`src/hdl/htc_pkg.sv`:
```
// shared types and constants for the humidity/temperature calibration block
`timescale 1ns / 1ps

package htc_pkg;

  localparam int FRAC_BITS_DEFAULT = 6;

  localparam int RAW_W  = 16;
  localparam int OUT_W  = 24;
  localparam int QUO_W  = OUT_W;
  localparam int DIFF_W = RAW_W + 1;
  localparam int REF_W  = 10;
  localparam int DREF_W = REF_W + 1;
  localparam int PROD_W = DIFF_W + DREF_W;
  localparam int SUM_W  = PROD_W + 1;
  localparam int CFG_W  = 16;
  localparam int IDX_W  = 3;

  localparam int TEMP_SCALE_LOG2 = 3;
  localparam int HUM_SCALE_LOG2  = 1;

  localparam logic signed [OUT_W-1:0] OUT_MAX = {1'b0, {(OUT_W-1){1'b1}}};
  localparam logic signed [OUT_W-1:0] OUT_MIN = {1'b1, {(OUT_W-1){1'b0}}};

  typedef enum logic {
    CMD_TEMP,
    CMD_HUM
  } cmd_t;

  typedef enum logic [1:0] {
    ST_OK,
    ST_DEN_ZERO,
    ST_SAT
  } status_t;

  typedef enum logic [IDX_W-1:0] {
    REG_HUM_REF0,
    REG_HUM_REF1,
    REG_TEMP_REF0,
    REG_TEMP_REF1,
    REG_HUM_RAW0,
    REG_HUM_RAW1,
    REG_TEMP_RAW0,
    REG_TEMP_RAW1
  } reg_idx_t;

  typedef struct packed {
    cmd_t                     command;
    logic signed [RAW_W-1:0]  raw_sample;
  } in_t;

  typedef struct packed {
    logic signed [OUT_W-1:0]  scaled_value;
    status_t                  status;
  } out_t;

  typedef struct packed {
    logic [REF_W-1:0]         ref0;
    logic [REF_W-1:0]         ref1;
    logic signed [RAW_W-1:0]  raw0;
    logic signed [RAW_W-1:0]  raw1;
  } cal_t;

  typedef struct packed {
    logic zero;
    logic neg;
  } num_flags_t;

  typedef struct packed {
    logic             zero;
    logic             neg;
    logic             ovf;
    logic [QUO_W-1:0] quo;
  } div_res_t;

endpackage

```
`src/hdl/htc_stream_if.sv`:
```
// valid/ready stream channel carrying one payload type
`timescale 1ns / 1ps

interface htc_stream_if #(
  parameter type T = logic
) ();
  logic valid;
  logic ready;
  T     data;

  modport source (output valid, output data, input ready);
  modport sink (input valid, input data, output ready);
endinterface

```
`src/hdl/htc_cal_regs.sv`:
```
// calibration register file and per-command selection of the calibration points
`timescale 1ns / 1ps

module htc_cal_regs
  import htc_pkg::*;
(
  input  logic             clk,
  input  logic             rst,
  input  logic             cfg_wr_en,
  input  logic [IDX_W-1:0] cfg_index,
  input  logic [CFG_W-1:0] cfg_wr_data,
  input  cmd_t             command,
  output cal_t             cal
);

  logic [7:0]              hum_ref0_x2;
  logic [7:0]              hum_ref1_x2;
  logic [REF_W-1:0]        temp_ref0_x8;
  logic [REF_W-1:0]        temp_ref1_x8;
  logic signed [RAW_W-1:0] hum_raw0;
  logic signed [RAW_W-1:0] hum_raw1;
  logic signed [RAW_W-1:0] temp_raw0;
  logic signed [RAW_W-1:0] temp_raw1;

  always_ff @(posedge clk) begin
    if (rst) begin
      hum_ref0_x2  <= '0;
      hum_ref1_x2  <= '0;
      temp_ref0_x8 <= '0;
      temp_ref1_x8 <= '0;
      hum_raw0     <= '0;
      hum_raw1     <= '0;
      temp_raw0    <= '0;
      temp_raw1    <= '0;
    end else if (cfg_wr_en) begin
      unique case (reg_idx_t'(cfg_index))
        REG_HUM_REF0:  hum_ref0_x2  <= cfg_wr_data[7:0];
        REG_HUM_REF1:  hum_ref1_x2  <= cfg_wr_data[7:0];
        REG_TEMP_REF0: temp_ref0_x8 <= cfg_wr_data[REF_W-1:0];
        REG_TEMP_REF1: temp_ref1_x8 <= cfg_wr_data[REF_W-1:0];
        REG_HUM_RAW0:  hum_raw0     <= cfg_wr_data;
        REG_HUM_RAW1:  hum_raw1     <= cfg_wr_data;
        REG_TEMP_RAW0: temp_raw0    <= cfg_wr_data;
        REG_TEMP_RAW1: temp_raw1    <= cfg_wr_data;
      endcase
    end
  end

  always_comb begin
    if (command == CMD_HUM) begin
      cal.ref0 = {{(REF_W-8){1'b0}}, hum_ref0_x2};
      cal.ref1 = {{(REF_W-8){1'b0}}, hum_ref1_x2};
      cal.raw0 = hum_raw0;
      cal.raw1 = hum_raw1;
    end else begin
      cal.ref0 = temp_ref0_x8;
      cal.ref1 = temp_ref1_x8;
      cal.raw0 = temp_raw0;
      cal.raw1 = temp_raw1;
    end
  end

endmodule

```
`src/hdl/htc_numer.sv`:
```
// three-stage numerator pipeline: differences, products, sum and magnitudes
`timescale 1ns / 1ps

module htc_numer
  import htc_pkg::*;
#(
  parameter int FRAC_BITS = FRAC_BITS_DEFAULT
) (
  input  logic                                        clk,
  input  logic                                        rst,
  input  logic                                        up_valid,
  output logic                                        up_ready,
  input  in_t                                         up_data,
  input  cal_t                                        cal,
  output logic                                        dn_valid,
  input  logic                                        dn_ready,
  output logic [SUM_W+FRAC_BITS-HUM_SCALE_LOG2-1:0]   dn_mag_n,
  output logic [RAW_W-1:0]                            dn_mag_d,
  output num_flags_t                                  dn_flags
);

  localparam int NUM_W    = SUM_W + FRAC_BITS - HUM_SCALE_LOG2;
  localparam int HUM_SH   = FRAC_BITS - HUM_SCALE_LOG2;
  localparam int TEMP_SH  = FRAC_BITS - TEMP_SCALE_LOG2;

  // stage a
  logic                     vld_a;
  logic                     rdy_a;
  logic signed [DIFF_W-1:0] a_xm;
  logic signed [DIFF_W-1:0] a_d;
  logic signed [DREF_W-1:0] a_dref;
  logic [REF_W-1:0]         a_ref0;
  cmd_t                     a_cmd;

  // stage b
  logic                     vld_b;
  logic                     rdy_b;
  logic signed [PROD_W-1:0] b_p1;
  logic signed [PROD_W-1:0] b_p2;
  logic signed [DIFF_W-1:0] b_d;
  logic                     b_zero;
  cmd_t                     b_cmd;

  // stage c
  logic                     vld_c;
  logic                     rdy_c;

  logic signed [DIFF_W-1:0] xm_in;
  logic signed [DIFF_W-1:0] d_in;
  logic signed [DREF_W-1:0] dref_in;
  logic signed [SUM_W-1:0]  sum_b;
  logic [NUM_W-1:0]         ext_b;
  logic [NUM_W-1:0]         shifted_b;
  logic [NUM_W-1:0]         mag_n_b;
  logic [DIFF_W-1:0]        abs_d_b;

  assign rdy_c    = !vld_c || dn_ready;
  assign rdy_b    = !vld_b || rdy_c;
  assign rdy_a    = !vld_a || rdy_b;
  assign up_ready = rdy_a;
  assign dn_valid = vld_c;

  assign xm_in   = {up_data.raw_sample[RAW_W-1], up_data.raw_sample}
                 - {cal.raw0[RAW_W-1], cal.raw0};
  assign d_in    = {cal.raw1[RAW_W-1], cal.raw1} - {cal.raw0[RAW_W-1], cal.raw0};
  assign dref_in = {1'b0, cal.ref1} - {1'b0, cal.ref0};

  assign sum_b     = {b_p1[PROD_W-1], b_p1} + {b_p2[PROD_W-1], b_p2};
  assign ext_b     = {{(NUM_W-SUM_W){sum_b[SUM_W-1]}}, sum_b};
  assign shifted_b = (b_cmd == CMD_HUM) ? (ext_b << HUM_SH) : (ext_b << TEMP_SH);
  assign mag_n_b   = shifted_b[NUM_W-1] ? (~shifted_b + 1'b1) : shifted_b;
  assign abs_d_b   = b_d[DIFF_W-1] ? (~b_d + 1'b1) : b_d;

  always_ff @(posedge clk) begin
    if (rst) begin
      vld_a <= 1'b0;
      vld_b <= 1'b0;
      vld_c <= 1'b0;
    end else begin
      if (rdy_a) begin
        vld_a <= up_valid;
      end
      if (rdy_b) begin
        vld_b <= vld_a;
      end
      if (rdy_c) begin
        vld_c <= vld_b;
      end
    end
  end

  always_ff @(posedge clk) begin
    if (rdy_a) begin
      a_xm   <= xm_in;
      a_d    <= d_in;
      a_dref <= dref_in;
      a_ref0 <= cal.ref0;
      a_cmd  <= up_data.command;
    end
    if (rdy_b) begin
      b_p1   <= a_xm * a_dref;
      b_p2   <= $signed({1'b0, a_ref0}) * a_d;
      b_d    <= a_d;
      b_zero <= (a_d == '0);
      b_cmd  <= a_cmd;
    end
    if (rdy_c) begin
      dn_mag_n      <= mag_n_b;
      dn_mag_d      <= abs_d_b[RAW_W-1:0];
      dn_flags.zero <= b_zero;
      dn_flags.neg  <= shifted_b[NUM_W-1] ^ b_d[DIFF_W-1];
    end
  end

endmodule

```
`src/hdl/htc_divider.sv`:
```
// pipelined restoring divider: overflow check stage then one quotient bit per stage
`timescale 1ns / 1ps

module htc_divider
  import htc_pkg::*;
#(
  parameter int FRAC_BITS = FRAC_BITS_DEFAULT
) (
  input  logic                                      clk,
  input  logic                                      rst,
  input  logic                                      up_valid,
  output logic                                      up_ready,
  input  logic [SUM_W+FRAC_BITS-HUM_SCALE_LOG2-1:0] up_mag_n,
  input  logic [RAW_W-1:0]                          up_mag_d,
  input  num_flags_t                                up_flags,
  output logic                                      dn_valid,
  input  logic                                      dn_ready,
  output div_res_t                                  dn_res
);

  localparam int NUM_W = SUM_W + FRAC_BITS - HUM_SCALE_LOG2;
  localparam int CMP_W = RAW_W + 1;

  logic             vld   [0:QUO_W];
  logic             rdy   [0:QUO_W];
  logic             zero  [0:QUO_W];
  logic             neg   [0:QUO_W];
  logic             ovf   [0:QUO_W];
  logic [QUO_W-1:0] quo   [0:QUO_W];
  logic [NUM_W-1:0] rem   [0:QUO_W-1];
  logic [RAW_W-1:0] mag_d [0:QUO_W-1];

  assign up_ready = rdy[0];
  assign dn_valid = vld[QUO_W];
  assign dn_res   = '{zero: zero[QUO_W], neg: neg[QUO_W], ovf: ovf[QUO_W], quo: quo[QUO_W]};

  // quotient of 2^QUO_W or more cannot be represented
  assign rdy[0] = !vld[0] || rdy[1];

  always_ff @(posedge clk) begin
    if (rst) begin
      vld[0] <= 1'b0;
    end else if (rdy[0]) begin
      vld[0] <= up_valid;
    end
  end

  always_ff @(posedge clk) begin
    if (rdy[0]) begin
      zero[0]  <= up_flags.zero;
      neg[0]   <= up_flags.neg;
      ovf[0]   <= (up_mag_n >> QUO_W) >= NUM_W'(up_mag_d);
      quo[0]   <= '0;
      rem[0]   <= up_mag_n;
      mag_d[0] <= up_mag_d;
    end
  end

  for (genvar s = 1; s <= QUO_W; s++) begin : g_bit
    localparam int BIT = QUO_W - s;

    logic [NUM_W-1:0] hi;
    logic             ge;

    if (s < QUO_W) begin : g_rdy_mid
      assign rdy[s] = !vld[s] || rdy[s+1];
    end else begin : g_rdy_last
      assign rdy[s] = !vld[s] || dn_ready;
    end

    assign hi = rem[s-1] >> BIT;
    assign ge = hi[CMP_W-1:0] >= {1'b0, mag_d[s-1]};

    always_ff @(posedge clk) begin
      if (rst) begin
        vld[s] <= 1'b0;
      end else if (rdy[s]) begin
        vld[s] <= vld[s-1];
      end
    end

    always_ff @(posedge clk) begin
      if (rdy[s]) begin
        zero[s] <= zero[s-1];
        neg[s]  <= neg[s-1];
        ovf[s]  <= ovf[s-1];
        quo[s]  <= quo[s-1] | (QUO_W'(ge) << BIT);
      end
    end

    if (s < QUO_W) begin : g_rem
      always_ff @(posedge clk) begin
        if (rdy[s]) begin
          rem[s]   <= ge ? (rem[s-1] - (NUM_W'(mag_d[s-1]) << BIT)) : rem[s-1];
          mag_d[s] <= mag_d[s-1];
        end
      end
    end
  end

endmodule

```
`src/hdl/htc_sat.sv`:
```
// sign restore, saturation and status coding into the output register
`timescale 1ns / 1ps

module htc_sat
  import htc_pkg::*;
(
  input  logic     clk,
  input  logic     rst,
  input  logic     up_valid,
  output logic     up_ready,
  input  div_res_t up_res,
  output logic     dn_valid,
  input  logic     dn_ready,
  output out_t     dn_data
);

  logic                    pos_sat;
  logic                    neg_sat;
  out_t                    res_next;

  assign up_ready = !dn_valid || dn_ready;

  assign pos_sat = !up_res.neg && up_res.quo[QUO_W-1];
  assign neg_sat = up_res.neg && up_res.quo[QUO_W-1] && (|up_res.quo[QUO_W-2:0]);

  always_comb begin
    priority if (up_res.zero) begin
      res_next.scaled_value = '0;
      res_next.status       = ST_DEN_ZERO;
    end else if (up_res.ovf || pos_sat || neg_sat) begin
      res_next.scaled_value = up_res.neg ? OUT_MIN : OUT_MAX;
      res_next.status       = ST_SAT;
    end else begin
      res_next.scaled_value = up_res.neg ? $signed(~up_res.quo + 1'b1) : $signed(up_res.quo);
      res_next.status       = ST_OK;
    end
  end

  always_ff @(posedge clk) begin
    if (rst) begin
      dn_valid <= 1'b0;
    end else if (up_ready) begin
      dn_valid <= up_valid;
    end
  end

  always_ff @(posedge clk) begin
    if (up_ready) begin
      dn_data <= res_next;
    end
  end

  a_zero_value: assert property (@(posedge clk) disable iff (rst)
    dn_valid && dn_data.status == ST_DEN_ZERO |-> dn_data.scaled_value == '0)
    else $error("zero denominator result not cleared");

  a_sat_value: assert property (@(posedge clk) disable iff (rst)
    dn_valid && dn_data.status == ST_SAT |->
      dn_data.scaled_value == OUT_MAX || dn_data.scaled_value == OUT_MIN)
    else $error("saturated result not at a bound");

  a_status_code: assert property (@(posedge clk) disable iff (rst)
    dn_valid |-> dn_data.status == ST_OK || dn_data.status == ST_DEN_ZERO ||
                 dn_data.status == ST_SAT)
    else $error("undefined status code");

  a_zero_flag: assert property (@(posedge clk) disable iff (rst)
    up_valid && up_ready && up_res.zero |=> dn_valid && dn_data.status == ST_DEN_ZERO)
    else $error("zero denominator flag lost");

endmodule

```
`src/hdl/humidity_temperature_calibration_top.sv`:
```
// top level: two-point linear calibration of temperature and humidity samples
// throughput: one transaction per cycle while out_chan.ready is not held low;
//   3 numerator stages, 1 overflow stage, 24 divider stages (one quotient bit each)
//   and the output register
// reset: synchronous, clears all pipeline valid bits and calibration registers to 0
`timescale 1ns / 1ps

module humidity_temperature_calibration_top
  import htc_pkg::*;
#(
  parameter int FRAC_BITS = FRAC_BITS_DEFAULT
) (
  input  logic             clk,
  input  logic             rst,
  htc_stream_if.sink       in_chan,
  htc_stream_if.source     out_chan,
  input  logic             cfg_wr_en,
  input  logic [IDX_W-1:0] cfg_index,
  input  logic [CFG_W-1:0] cfg_wr_data
);

  localparam int NUM_W = SUM_W + FRAC_BITS - HUM_SCALE_LOG2;

  in_t              in_data;
  cal_t             cal;
  logic             num_valid;
  logic             num_ready;
  logic [NUM_W-1:0] num_mag_n;
  logic [RAW_W-1:0] num_mag_d;
  num_flags_t       num_flags;
  logic             div_valid;
  logic             div_ready;
  div_res_t         div_res;
  out_t             out_data;

  assign in_data       = in_chan.data;
  assign out_chan.data = out_data;

  htc_cal_regs u_cal_regs (
    .clk         (clk),
    .rst         (rst),
    .cfg_wr_en   (cfg_wr_en),
    .cfg_index   (cfg_index),
    .cfg_wr_data (cfg_wr_data),
    .command     (in_data.command),
    .cal         (cal)
  );

  htc_numer #(
    .FRAC_BITS (FRAC_BITS)
  ) u_numer (
    .clk      (clk),
    .rst      (rst),
    .up_valid (in_chan.valid),
    .up_ready (in_chan.ready),
    .up_data  (in_data),
    .cal      (cal),
    .dn_valid (num_valid),
    .dn_ready (num_ready),
    .dn_mag_n (num_mag_n),
    .dn_mag_d (num_mag_d),
    .dn_flags (num_flags)
  );

  htc_divider #(
    .FRAC_BITS (FRAC_BITS)
  ) u_divider (
    .clk      (clk),
    .rst      (rst),
    .up_valid (num_valid),
    .up_ready (num_ready),
    .up_mag_n (num_mag_n),
    .up_mag_d (num_mag_d),
    .up_flags (num_flags),
    .dn_valid (div_valid),
    .dn_ready (div_ready),
    .dn_res   (div_res)
  );

  htc_sat u_sat (
    .clk      (clk),
    .rst      (rst),
    .up_valid (div_valid),
    .up_ready (div_ready),
    .up_res   (div_res),
    .dn_valid (out_chan.valid),
    .dn_ready (out_chan.ready),
    .dn_data  (out_data)
  );

endmodule

```
`src/flat_wrapper.sv`:
```
// flat-port wrapper written by rule: the top's interface ports become plain ports
module humidity_temperature_calibration_top_flat import htc_pkg::*;
#(
  parameter int FRAC_BITS = FRAC_BITS_DEFAULT
)
  (clk, rst, cfg_wr_en, cfg_index, cfg_wr_data, in_chan_valid, in_chan_data, in_chan_ready, out_chan_valid, out_chan_data, out_chan_ready);
  htc_stream_if #(.T(in_t)) in_chan_i ();
  htc_stream_if #(.T(out_t)) out_chan_i ();
  input  logic clk;
  input  logic rst;
  input  logic cfg_wr_en;
  input  logic [IDX_W-1:0] cfg_index;
  input  logic [CFG_W-1:0] cfg_wr_data;
  input wire logic [$bits(in_chan_i.valid)-1:0] in_chan_valid;
  input wire logic [$bits(in_chan_i.data)-1:0] in_chan_data;
  output wire logic [$bits(in_chan_i.ready)-1:0] in_chan_ready;
  output wire logic [$bits(out_chan_i.valid)-1:0] out_chan_valid;
  output wire logic [$bits(out_chan_i.data)-1:0] out_chan_data;
  input wire logic [$bits(out_chan_i.ready)-1:0] out_chan_ready;
  assign in_chan_i.valid = in_chan_valid;
  assign in_chan_i.data = in_chan_data;
  assign in_chan_ready = in_chan_i.ready;
  assign out_chan_valid = out_chan_i.valid;
  assign out_chan_data = out_chan_i.data;
  assign out_chan_i.ready = out_chan_ready;
  humidity_temperature_calibration_top #(.FRAC_BITS(FRAC_BITS)) u_core (.clk(clk), .rst(rst), .in_chan(in_chan_i), .out_chan(out_chan_i), .cfg_wr_en(cfg_wr_en), .cfg_index(cfg_index), .cfg_wr_data(cfg_wr_data));
endmodule
```
`config.mk`:
```
export PLATFORM = sky130hd
export DESIGN_NAME = humidity_temperature_calibration_top_flat
export DESIGN_NICKNAME = d
export VERILOG_FILES = /design/src/hdl/htc_pkg.sv /design/src/hdl/htc_stream_if.sv /design/src/hdl/htc_cal_regs.sv /design/src/hdl/htc_numer.sv /design/src/hdl/htc_divider.sv /design/src/hdl/htc_sat.sv /design/src/hdl/humidity_temperature_calibration_top.sv /design/src/flat_wrapper.sv
export SDC_FILE = /design/constraint.sdc
export NUM_CORES = 2
export LEC_CHECK = 0
export ABC_AREA = 0
export BUFFER_PORTS_ARGS = -buffer_cell sky130_fd_sc_hd__buf_2
export CAP_MARGIN = 20
export CORE_MARGIN = 8
export CORE_UTILIZATION = 40
export DETAILED_ROUTE_END_ITERATION = 16
export SYNTH_ARGS = -nofsm -noshare
export SYNTH_HDL_FRONTEND = slang
export SYNTH_HIERARCHICAL = 1
export SYNTH_SLANG_ARGS = --single-unit
```
`constraint.sdc`:
```
create_clock -name clk -period 14.4 [get_ports clk]
set_input_delay 2.16 -clock clk [delete_from_list [all_inputs] [get_ports clk]]
set_output_delay 2.16 -clock clk [all_outputs]
set_load 0.05 [all_outputs]
```
==> impl.org <==
** CTS
- Post-CTS Setup Bufs :: 0
- At the later pin of the worst-skew pair, clock insertion delay measures roughly 0.85 ns.
- Buffers from clock root to sink, at most :: 3
- The cell sitting at the root of the clock tree is a sky130_fd_sc_hd__clkbuf_16.
- CTS built an H-tree with a depth of 4.
- After clock tree synthesis, the clock-pin slew on the worst setup and hold paths is 0.06 ns.
- Clk sinks :: 1,757
- Once the clock tree was built, the resizer swapped 0 gates to a different size.
- CTS Hold Bufs :: 0
- TritonCTS built the clock tree.
- Counting the buffers created by CTS gives 185.

** GRT
- Entering global routing, the biggest net connects 90 pins.
- Vias in the first global route :: 58,978
- Initial antenna violation count :: 4
- For this run the aggregate overflow at the end of global routing stands at 0.
- First-pass GRT wire length :: 318,000 µm
- Aggregate global-route resource usage :: 0.152

** Drt
- Antenna Nets Post-Route :: 0
- Via count :: 57,311
- Average routed wire per standard cell :: 17.8 µm
- WL met2 :: 102,000 µm
- In the routed layout, each cell is associated on average with a via count of 5.13.
- Number of detailed-routing iterations run before antenna repair :: 5
- Aggregate routed wire length :: just under 200,000 µm
- DRT iter0 DRCs :: 3,243
- The highest metal layer carrying signal wires in the routed design is met5.
- Number of remaining DRC errors :: 0
- Sum of met3 wire segment lengths after detailed routing :: 7790 µm
- Met1 Routed Length :: 83,400 µm

** Final layout
- Share of post-route cells with drive strength above 1 :: 0.0997
- The filler cells instantiated in the layout total 21,777.
- Layout overhead on the synthesized area :: 10.4%
- 0 antenna diodes ended up in the layout.
- Final instance count without filler cells :: 11,175
- Net count reported at finish :: 8,806

** Logic synthesis
- By count the netlist is led by sky130_fd_sc_hd__edfxtp_1 (1,653), sky130_fd_sc_hd__inv_1 (1,014), sky130_fd_sc_hd__ha_1 (574).
- Post-synthesis sequential area ratio :: 0.537
- Fraction of registers with async set or reset after synthesis :: 0
- #FFs+latches synth :: 1,757
- Syn. warnings :: 6
- Top-area cell type share of the netlist area :: 0.515
- Netlist Area Pre-Place :: 96,300 µm²
- Post-Synthesis Cells :: 7,749
- Count leader, synth :: sky130_fd_sc_hd__edfxtp_1
- Top_reg_cell synth :: sky130_fd_sc_hd__edfxtp_1
- After synthesis, the cell types taking the most area are sky130_fd_sc_hd__edfxtp_1 (52%), sky130_fd_sc_hd__ha_1 (7.5%), sky130_fd_sc_hd__fa_1 (7.3%), sky130_fd_sc_hd__inv_1 (4.0%), sky130_fd_sc_hd__xnor2_1 (2.4%).
- The synthesized netlist contains 123 unique library cells.
- Biggest area consumer among synthesized cells :: sky130_fd_sc_hd__edfxtp_1
- Dividing the synthesized area by the synthesized cell count gives between 10 and 15 µm².
- Number of enable-type register cells in the synthesized netlist :: 1,653

** STA
- Slew margin rel. :: 0.258
- Minimum clock period :: 9.24 ns
- Hold WS :: 0.343 ns
- The final hold violation count was 0.
- Ratio of final minimum period to clock period :: 0.642
- Unrepaired setup endpoints after global routing :: no
- Setup violations remaining at the end of the flow were counted as 0.
- At the pin with the least slew margin, the transition time is 1.11 ns.
- Sum Neg Setup Slack :: 0 ns
- The max-slew violation count was 0.
- Timing would allow up to 108 MHz.
- Max Clock Skew :: roughly 0.11 ns
- Final critical-path setup slack :: 5.16 ns

** Floorplanning
- Core footprint :: 240,000 µm²
- Effective utilization at floorplan :: 0.401
- Die area :: 257,000 µm²
- The floorplan step set the die width to 507 µm.
- Number of I/O pins :: 69
- Height of the die :: between 500 and 600 µm
- Row Count :: 180

** Worst setup path
- Maximum fanout count along the critical path :: 61
- Arrival time reported for the critical path endpoint :: 7.08 ns
- Required time at the worst-slack endpoint :: between 10 and 15 ns
- Capturing element type of the critical path :: primary output
- Reg2Reg Capture Point :: u_core/u_numer/b_p2[26]
- Internal reg-to-reg setup slack :: 7.40 ns
- Critical Path Start Type :: input pin
- Worst R2R Start :: u_core/u_numer/a_ref0[4]
- Register-to-Register Path Depth :: 19
- The critical path is of the input pin to primary output type.

** Power and ir drop
- Power Density :: 253 nW/µm²
- In this run the static leakage power is 44.2 nW.
- Peak supply drop :: 0.152 mV

** Min path
- The min-delay analysis places its worst path in the category flop to flop.
- Along the worst hold path, the cell count comes to 0.
- HP Start :: u_core/u_divider/neg[0][6]
- For hold timing, the worst endpoint is u_core/u_divider/neg[0][7].

** Flow run
- Max-cap violations in this run came to 0.

** Placed design
- Buffers placed on the I/O ports in this run total 68.
- Counting tap cells, the placed design contains a total of 10,833 instances.
- Detailed placement ended at an HPWL of roughly 150,000 µm.
- Before CTS, the worst setup slack after placement is 5.04 ns.
- Final GP Congestion :: 0.844

** Status
- Outcome :: complete, no violations
[sequential cells by signal, summed over array words and instances, names as in the netlist, 11 cells and up]
signal / count
u_core/u_cal_regs/hum_raw0: 16
u_core/u_cal_regs/hum_raw1: 16
u_core/u_cal_regs/temp_raw0: 16
u_core/u_cal_regs/temp_raw1: 16
u_core/u_divider/mag_d: 384
u_core/u_divider/neg: 25
u_core/u_divider/ovf: 25
u_core/u_divider/quo: 300
u_core/u_divider/rem: 663
u_core/u_divider/vld: 25
u_core/u_divider/zero: 25
u_core/u_numer/a_d: 17
u_core/u_numer/a_dref: 11
u_core/u_numer/a_xm: 17
u_core/u_numer/b_d: 17
u_core/u_numer/b_p1: 28
u_core/u_numer/b_p2: 28
u_core/u_numer/dn_mag_d: 16
u_core/u_numer/dn_mag_n: 31
u_core/u_sat/dn_data: 26
[layout by cell type (no fill, tap or decap), types with 186 or more instances in the layout]
| cell | synthesis | routed |
|---|---|---|
| sky130_fd_sc_hd__ha_1 | 574 | 574 |
| sky130_fd_sc_hd__nand2_1 | 507 | 495 |
| sky130_fd_sc_hd__clkbuf_16 | 0 | 186 |
| sky130_fd_sc_hd__xnor2_1 | 259 | 259 |
| sky130_fd_sc_hd__nor2_1 | 311 | 311 |
| sky130_fd_sc_hd__fa_1 | 351 | 351 |
| sky130_fd_sc_hd__edfxtp_1 | 1653 | 1653 |
| sky130_fd_sc_hd__o21ai_0 | 325 | 325 |
| sky130_fd_sc_hd__inv_1 | 1014 | 1005 |
| sky130_fd_sc_hd__a21oi_1 | 339 | 339 |
[power breakdown]
part / internal [mW] / switching (mW)
sequential: 8.37 / 1.14
clock: 2.77 / 2.03
combinational: 5.63 / 7.02
total: 16.8 / 10.2
[through the flow]
stage	util	instance area [µm²]	power, mW
after floorplan	-	96300	19.0
after global placement	0.417	100000	21.9
after detailed placement	0.417	100000	22.2
after CTS	0.443	106000	27.2
after global routing	0.443	106000	29.0
final	0.443	106000	27.0
[layout make-up]
class,count,area (µm²),share of cell area
multi-input combinational,4763,39900,0.375
tap,3185,3990,0.0375
timing repair buffer,117,748,0.00703
inverter,1016,3810,0.0359
sequential,1757,51700,0.486
clock buffer,229,4860,0.0457
clock inverter,108,1380,0.0130
[worst max-delay path, cell delays in order]
cell	delay, ns
sky130_fd_sc_hd__buf_2	0.09
sky130_fd_sc_hd__nand2b_1	0.09
sky130_fd_sc_hd__buf_4	0.33
sky130_fd_sc_hd__nor2b_2	0.12
sky130_fd_sc_hd__and3_2	0.28
sky130_fd_sc_hd__and3_2	0.28
sky130_fd_sc_hd__and4_4	0.24
sky130_fd_sc_hd__inv_2	0.05
sky130_fd_sc_hd__buf_4	0.61
sky130_fd_sc_hd__nor2_1	0.26
sky130_fd_sc_hd__inv_2	0.19
sky130_fd_sc_hd__nor2_2	0.13
sky130_fd_sc_hd__nand3_2	0.09
sky130_fd_sc_hd__buf_4	0.54
sky130_fd_sc_hd__nor2b_1	0.17
sky130_fd_sc_hd__and2_1	0.27
sky130_fd_sc_hd__nand2_2	0.08
sky130_fd_sc_hd__buf_4	0.58
sky130_fd_sc_hd__buf_2	0.40
[kinds of logic (layout without fill, tap and decap cells)]
kind of cell | Yosys count | after routing | synth area share
adder cells (fa/ha/maj) | 925 | 925 | 0.148
buffers and inverters | 1231 | 1470 | 0.0501
other | 1 | 3 | 0.0000389
AO/OA/AOI/OAI | 1265 | 1265 | 0.0865
AND/OR/NAND/NOR | 1792 | 1792 | 0.0974
multiplexers | 406 | 406 | 0.0475
XOR/XNOR | 372 | 372 | 0.0338
flip-flops | 1757 | 1757 | 0.537
[per-layer routing]
| layer | track usage | vias up |
|---|---|---|
| met5 | 0 | - |
| met3 | 0.0235 | 340 |
| met2 | 0.280 | 1104 |
| met1 | 0.185 | 28166 |
| li1 | - | 27697 |
| met4 | 0.0406 | 4 |
[worst max-delay path by stage]
stage	from	endpoint	slack, ns	depth (start not counted)
final	out_chan_ready	in_chan_ready	5.16	19
after global placement	out_chan_ready	in_chan_ready	5.05	19
after global routing	out_chan_ready	in_chan_ready	4.70	19
after detailed placement	out_chan_ready	in_chan_ready	5.04	19
after CTS	out_chan_ready	in_chan_ready	5.02	19
after floorplan	out_chan_ready	in_chan_ready	2.74	13
Power figures use the tool's default switching activity.
